--- config.mk ---
export PLATFORM = sky130hd
export DESIGN_NAME = pw_walk
export DESIGN_NICKNAME = d
export VERILOG_FILES = /design/src/design/pw_pkg.sv /design/src/design/pw_walk.sv
export SDC_FILE = /design/constraint.sdc
export NUM_CORES = 1
export LEC_CHECK = 0
export BUFFER_PORTS_ARGS = -buffer_cell sky130_fd_sc_hd__buf_2
export CAP_MARGIN = 20
export CORE_AREA = 2 2 114 116
export CTS_BUF_LIST = sky130_fd_sc_hd__clkbuf_4 sky130_fd_sc_hd__clkbuf_8 sky130_fd_sc_hd__clkbuf_16
export CTS_CLUSTER_DIAMETER = 100
export CTS_CLUSTER_SIZE = 25
export DETAILED_ROUTE_END_ITERATION = 8
export DIE_AREA = 0 0 116 118
export PLACE_DENSITY = 0.75
export SYNTH_ARGS = -nofsm -noshare
export SYNTH_HDL_FRONTEND = slang
export SYNTH_SLANG_ARGS = --single-unit
--- constraint.sdc ---
create_clock -name clk -period 5.55 [get_ports clk]
set_clock_uncertainty 0.05 [all_clocks]
set_input_delay 0.8325 -clock clk [delete_from_list [all_inputs] [get_ports clk]]
set_output_delay 0.8325 -clock clk [all_outputs]
set_load 0.005 [all_outputs]
--- src/design/pw_pkg.sv ---
// ----------------------------------------------------------------------------
// pw_pkg
// Request and result types, entry bit positions, level and size codes for the
// four-level page walker.
// ----------------------------------------------------------------------------
package pw_pkg;

    localparam int ENTRIES_PER_TABLE = 512;
    localparam int SLOT_W            = 9;
    localparam int ENTRY_W           = 64;

    localparam logic CMD_WRITE = 1'b0;
    localparam logic CMD_XLATE = 1'b1;

    localparam logic [1:0] PSIZE_4K = 2'd0;
    localparam logic [1:0] PSIZE_2M = 2'd1;
    localparam logic [1:0] PSIZE_1G = 2'd2;

    localparam logic [1:0] LVL_ROOT = 2'd0;
    localparam logic [1:0] LVL_PDPT = 2'd1;
    localparam logic [1:0] LVL_PD   = 2'd2;
    localparam logic [1:0] LVL_PT   = 2'd3;

    localparam int BIT_PRESENT = 0;
    localparam int BIT_LARGE   = 7;

    typedef struct packed {
        logic        cmd;
        logic [14:0] entry_index;
        logic [63:0] entry_value;
        logic [5:0]  root_page;
        logic [63:0] virt_addr;
    } req_t;

    typedef struct packed {
        logic [51:0] phys_addr;
        logic        mapped;
        logic [1:0]  size_code;
        logic        table_fault;
    } res_t;

    typedef struct packed {
        logic busy;
        logic rd_en;
    } walk_stat_t;

    function automatic logic [SLOT_W-1:0] va_slot(input logic [47:0] va,
                                                  input logic [1:0]  lvl);
        logic [SLOT_W-1:0] s;
        begin
            case (lvl)
                LVL_ROOT: s = va[47:39];
                LVL_PDPT: s = va[38:30];
                LVL_PD:   s = va[29:21];
                LVL_PT:   s = va[20:12];
                default:  s = va[20:12];
            endcase
            return s;
        end
    endfunction

endpackage

--- src/design/pw_walk.sv ---
// ----------------------------------------------------------------------------
// pw_walk
// Walk sequencer: one table read per level, level checks, result register and
// the enable register.
// ----------------------------------------------------------------------------
module pw_walk
    import pw_pkg::*;
#(
    parameter int TABLE_PAGES = 64,
    localparam int PAGE_W     = $clog2(TABLE_PAGES),
    localparam int ADDR_W     = PAGE_W + SLOT_W
) (
    input  logic               clk,
    input  logic               rst_n,
    input  logic               accept,
    input  req_t               request,
    input  logic               cfg_we,
    input  logic               cfg_wdata,
    input  logic [ENTRY_W-1:0] rd_data,
    output walk_stat_t         stat,
    output logic [ADDR_W-1:0]  rd_addr,
    output logic               done,
    output res_t               result
);

    localparam logic ST_IDLE = 1'b0;
    localparam logic ST_WALK = 1'b1;

    logic        state_reg, state_next;
    logic [1:0]  level_reg, level_next;
    logic [47:0] va_reg, va_next;
    logic        en_reg;
    logic        done_reg, done_next;
    res_t        res_reg, res_next;
    logic        rd_en;
    logic [39:0] next_page;
    logic [1:0]  level_inc;

    assign next_page = rd_data[51:12];
    assign level_inc = 2'(level_reg + 2'd1);

    always_comb
    begin
        state_next = state_reg;
        level_next = level_reg;
        va_next    = va_reg;
        done_next  = 1'b0;
        res_next   = '0;
        rd_en      = 1'b0;
        rd_addr    = {PAGE_W'(request.root_page), request.virt_addr[47:39]};
        case (state_reg)
            ST_IDLE:
            begin
                if (accept)
                begin
                    if (request.cmd == CMD_XLATE && en_reg)
                    begin
                        if (40'(request.root_page) >= 40'(TABLE_PAGES))
                        begin
                            done_next            = 1'b1;
                            res_next.table_fault = 1'b1;
                        end
                        else
                        begin
                            rd_en      = 1'b1;
                            level_next = LVL_ROOT;
                            va_next    = request.virt_addr[47:0];
                            state_next = ST_WALK;
                        end
                    end
                    else
                    begin
                        done_next = 1'b1;
                    end
                end
            end
            ST_WALK:
            begin
                rd_addr = {next_page[PAGE_W-1:0], va_slot(va_reg, level_inc)};
                if (!rd_data[BIT_PRESENT])
                begin
                    done_next  = 1'b1;
                    state_next = ST_IDLE;
                end
                else if (level_reg == LVL_PDPT && rd_data[BIT_LARGE])
                begin
                    done_next          = 1'b1;
                    res_next.phys_addr = {rd_data[51:30], va_reg[29:0]};
                    res_next.mapped    = 1'b1;
                    res_next.size_code = PSIZE_1G;
                    state_next         = ST_IDLE;
                end
                else if (level_reg == LVL_PD && rd_data[BIT_LARGE])
                begin
                    done_next          = 1'b1;
                    res_next.phys_addr = {rd_data[51:21], va_reg[20:0]};
                    res_next.mapped    = 1'b1;
                    res_next.size_code = PSIZE_2M;
                    state_next         = ST_IDLE;
                end
                else if (level_reg == LVL_PT)
                begin
                    done_next          = 1'b1;
                    res_next.phys_addr = {rd_data[51:12], va_reg[11:0]};
                    res_next.mapped    = 1'b1;
                    res_next.size_code = PSIZE_4K;
                    state_next         = ST_IDLE;
                end
                else if (next_page >= 40'(TABLE_PAGES))
                begin
                    done_next            = 1'b1;
                    res_next.table_fault = 1'b1;
                    state_next           = ST_IDLE;
                end
                else
                begin
                    rd_en      = 1'b1;
                    level_next = level_inc;
                end
            end
            default:
            begin
                state_next = ST_IDLE;
            end
        endcase
    end

    always_ff @(posedge clk or negedge rst_n)
    begin
        if (!rst_n)
        begin
            state_reg <= ST_IDLE;
            level_reg <= LVL_ROOT;
            en_reg    <= 1'b0;
            done_reg  <= 1'b0;
        end
        else
        begin
            state_reg <= state_next;
            level_reg <= level_next;
            done_reg  <= done_next;
            if (cfg_we)
            begin
                en_reg <= cfg_wdata;
            end
        end
    end

    always_ff @(posedge clk)
    begin
        va_reg  <= va_next;
        res_reg <= res_next;
    end

    assign stat.busy  = (state_reg == ST_WALK);
    assign stat.rd_en = rd_en;
    assign done       = done_reg;
    assign result     = res_reg;

endmodule
==> summary.md <==
| Metric | Value |
|---|---|
| CP max FO | 22 |
| Largest register FFs | 56 |
| H-tree Lvls | 3 |
| Worst setup SP type | flop |
| Initial core utilization | 30.9% |
| RR Startpoint | level_reg[1]$_DFFE_PN0P_ |
| Outcome | complete, no violations |
| Die H | 118 µm |
| Clock Tree Buf Depth | 2 |
| Clock sinks | 109 |
| CTS Hold Bufs | 0 |
| Required @ worst endpoint | 4.67 ns |
| DR vias/cell | 4.62 |
| Setup tns final | 0 ns |
| Fin nets | 678 |
| I/O Buffers | 175 |
| Final-report setup violation count | 0 |
| TritonCTS Buffers | 9 |
| Layout cells sized above 1 | 46.5% |
| First DRT Iteration DRCs | 160 |
| Finished Layout Cells | 632 |
| Max Cap Viol | 0 |
| Max Slew Vio Count | 0 |
| Synth Register Bits | 109 |
| Mapped Nets | 506 |
| Ranking of synthesized cells by area | edfxtp_1 38%, dfxtp_1 29%, and2_1 5.6% |
| Clk_lat worst skew | 0.35 ns |
| Power Dens Cells | 314 nW/µm² |
| Post-cts sizing count | 0 |
| Core area | 12400 µm² |
| RD Place Congestion | 0.724 |
| Worst vdd ir | 0.191 mV |
| Boundary pin count | 293 |
| Die Area | 13700 µm² |
| Biggest area consumer among synthesized cells | edfxtp_1 |
| Commonest non-fill, non-tap cells in the layout | 175 x buf_2, 56 x dfxtp_1, 48 x edfxtp_1 |
| Num rows | 41 |
| Pleak | 2.25 nW |
| First-pass DRT Iterations | 7 |
| Hpwl dp | 8030 µm |
| Syn Area/Cell | 13.5 µm² |
| Drt drc | 0 |
| Final Hold Viols | 0 |
| Inst Count DP | 615 |
| Post-layout min period | 3.95 ns |
| Yosys warns | 0 |
| Antenna Diode Count | 0 |
| GRT Total Usage | 16.0% |
| CTS tree | done |
| Initial antenna violation count | 2 |
| Nature of the critical path endpoint | output pin |
| Mapped cell area | 3830 µm² |
| Worst Reg2Reg Path Length in Cells | 6 |
| RSZ-0062 raised after global routing | no |
| Final WL | 10700 µm |
| Vias in the first global route | 2966 |
| Critical path class | reg -> out |
| Post-route ant nets | 0 |
| Commonest non-fill, non-tap cell in the layout | buf_2 |
| Unique masters post-synth | 32 |
| Post-synth EDFFs | 48 |
| CTS clk-pin slew, worst paths | 0.07 ns |
| Placement Cell Area | 4850 µm² |
| Post-synth top area share | 37.6% |
| Wire length of the first global-routing pass | 16000 µm |
| Fmax | 253 MHz |
| Largest net degree at the start of global routing | 50 |
| Drt wl/cell | 16.9 µm |
| Hold Path Class | in -> async |
| Postcts setup bufs | 0 |
| CP arrival | 3.07 ns |
| Main synth FF type | dfxtp_1 |
| Reg-to-reg slack, setup | 2.68 ns |
| Worst Tran Pin Value | 1.04 ns |
| Mapped Cells | 283 |
| Root Buffer | clkbuf_16 |
| Period Utilization, post-route | 71.2% |
| Register area share after synthesis | 70.2% |
| Worst relative slew slack | 30.8% |
| Post-synthesis async set-or-reset flop share | 4.59% |
| Total gr overflow | 0 |
| FF-to-FF End | result[54]$_SDFF_PN0_ |
| Area Growth Syn to Fin | 35.8% |
| Detailed-route via count | 2918 |
| Die width | 116 µm |
| Worst hold slack | 0.230 ns |
| Design Area, Final | 5200 µm² |
==> how the worst max path moves through the flow <==
stage	slack [ns]	startpoint	to
floorplan	2.39	accept	stat[0]
global placement	1.97	state_reg$_DFF_PN0_	stat[0]
detailed placement	1.91	state_reg$_DFF_PN0_	stat[0]
CTS	1.51	state_reg$_DFF_PN0_	stat[0]
global route	1.33	state_reg$_DFF_PN0_	stat[0]
finish	1.60	state_reg$_DFF_PN0_	stat[0]
==> final cells by class <==
type                            count  area (µm²)
Inverter                            4        15.0
Timing Repair Buffer              176         896
Clock inverter                      6        77.6
Sequential cell                   109        2690
Fill cell                        1186        7210
Tap cell                          172         215
Multi-Input combinational cell    155        1060
Clock buffer                       10         250
==> kinds of logic (layout without fill, tap and decap cells) <==
group           after synthesis  after routing  synth area share (%)
flops                       109            109                  70.2
simple gates                 92             92                  13.5
compound gates               41             41                  7.67
buf+inv                      19            196                  2.19
mux                          18             18                  5.23
fa+ha+maj                     4              4                  1.31
==> stage by stage <==
step	setup WS [ns]	util (%)	total power, W
2_1_floorplan	2.39	-	0.000903
3_3_place_gp	1.97	39.1	0.000959
3_5_place_dp	1.91	39.1	0.000963
5_1_grt	1.33	41.9	0.00169
4_1_cts	1.51	41.7	0.00165
6_report	1.60	41.9	0.00163
==> Yosys cell counts, drive strengths merged (2+ instances only) <==
master,number
ha,4
nand2,25
a21oi,11
nor4,10
dfxtp,56
clkbuf,8
and2,34
dfrtp,5
inv,4
nor2,6
a222oi,9
nand3,11
mux2i,2
buf,7
edfxtp,48
a22o,9
o21ai,10
mux2,16
==> critical path, stage by stage (launching register included) <==
cell and delay [ns]:
dfrtp_1 0.94, nand2_1 0.56, or3_4 0.56, nor4_4 0.35, or2_1 0.18, buf_2 0.12
==> layer usage <==
metal | share of wire (%) | track usage [%] | routed length [µm] | vias up
met5 | 0.20 | 0 | 21 | -
met4 | 1.4 | 5.06 | 153 | 4
met3 | 11 | 7.05 | 1170 | 15
met2 | 46 | 25.4 | 4870 | 148
met1 | 42 | 19.3 | 4440 | 1382
li1 | - | - | - | 1369
==> power by group <==
part | switching [W] | internal (W)
combinational | 0.0000358 | 0.0000450
clock | 0.000303 | 0.000385
sequential | 0.00000897 | 0.000854
(Power assumes the default switching activity.)
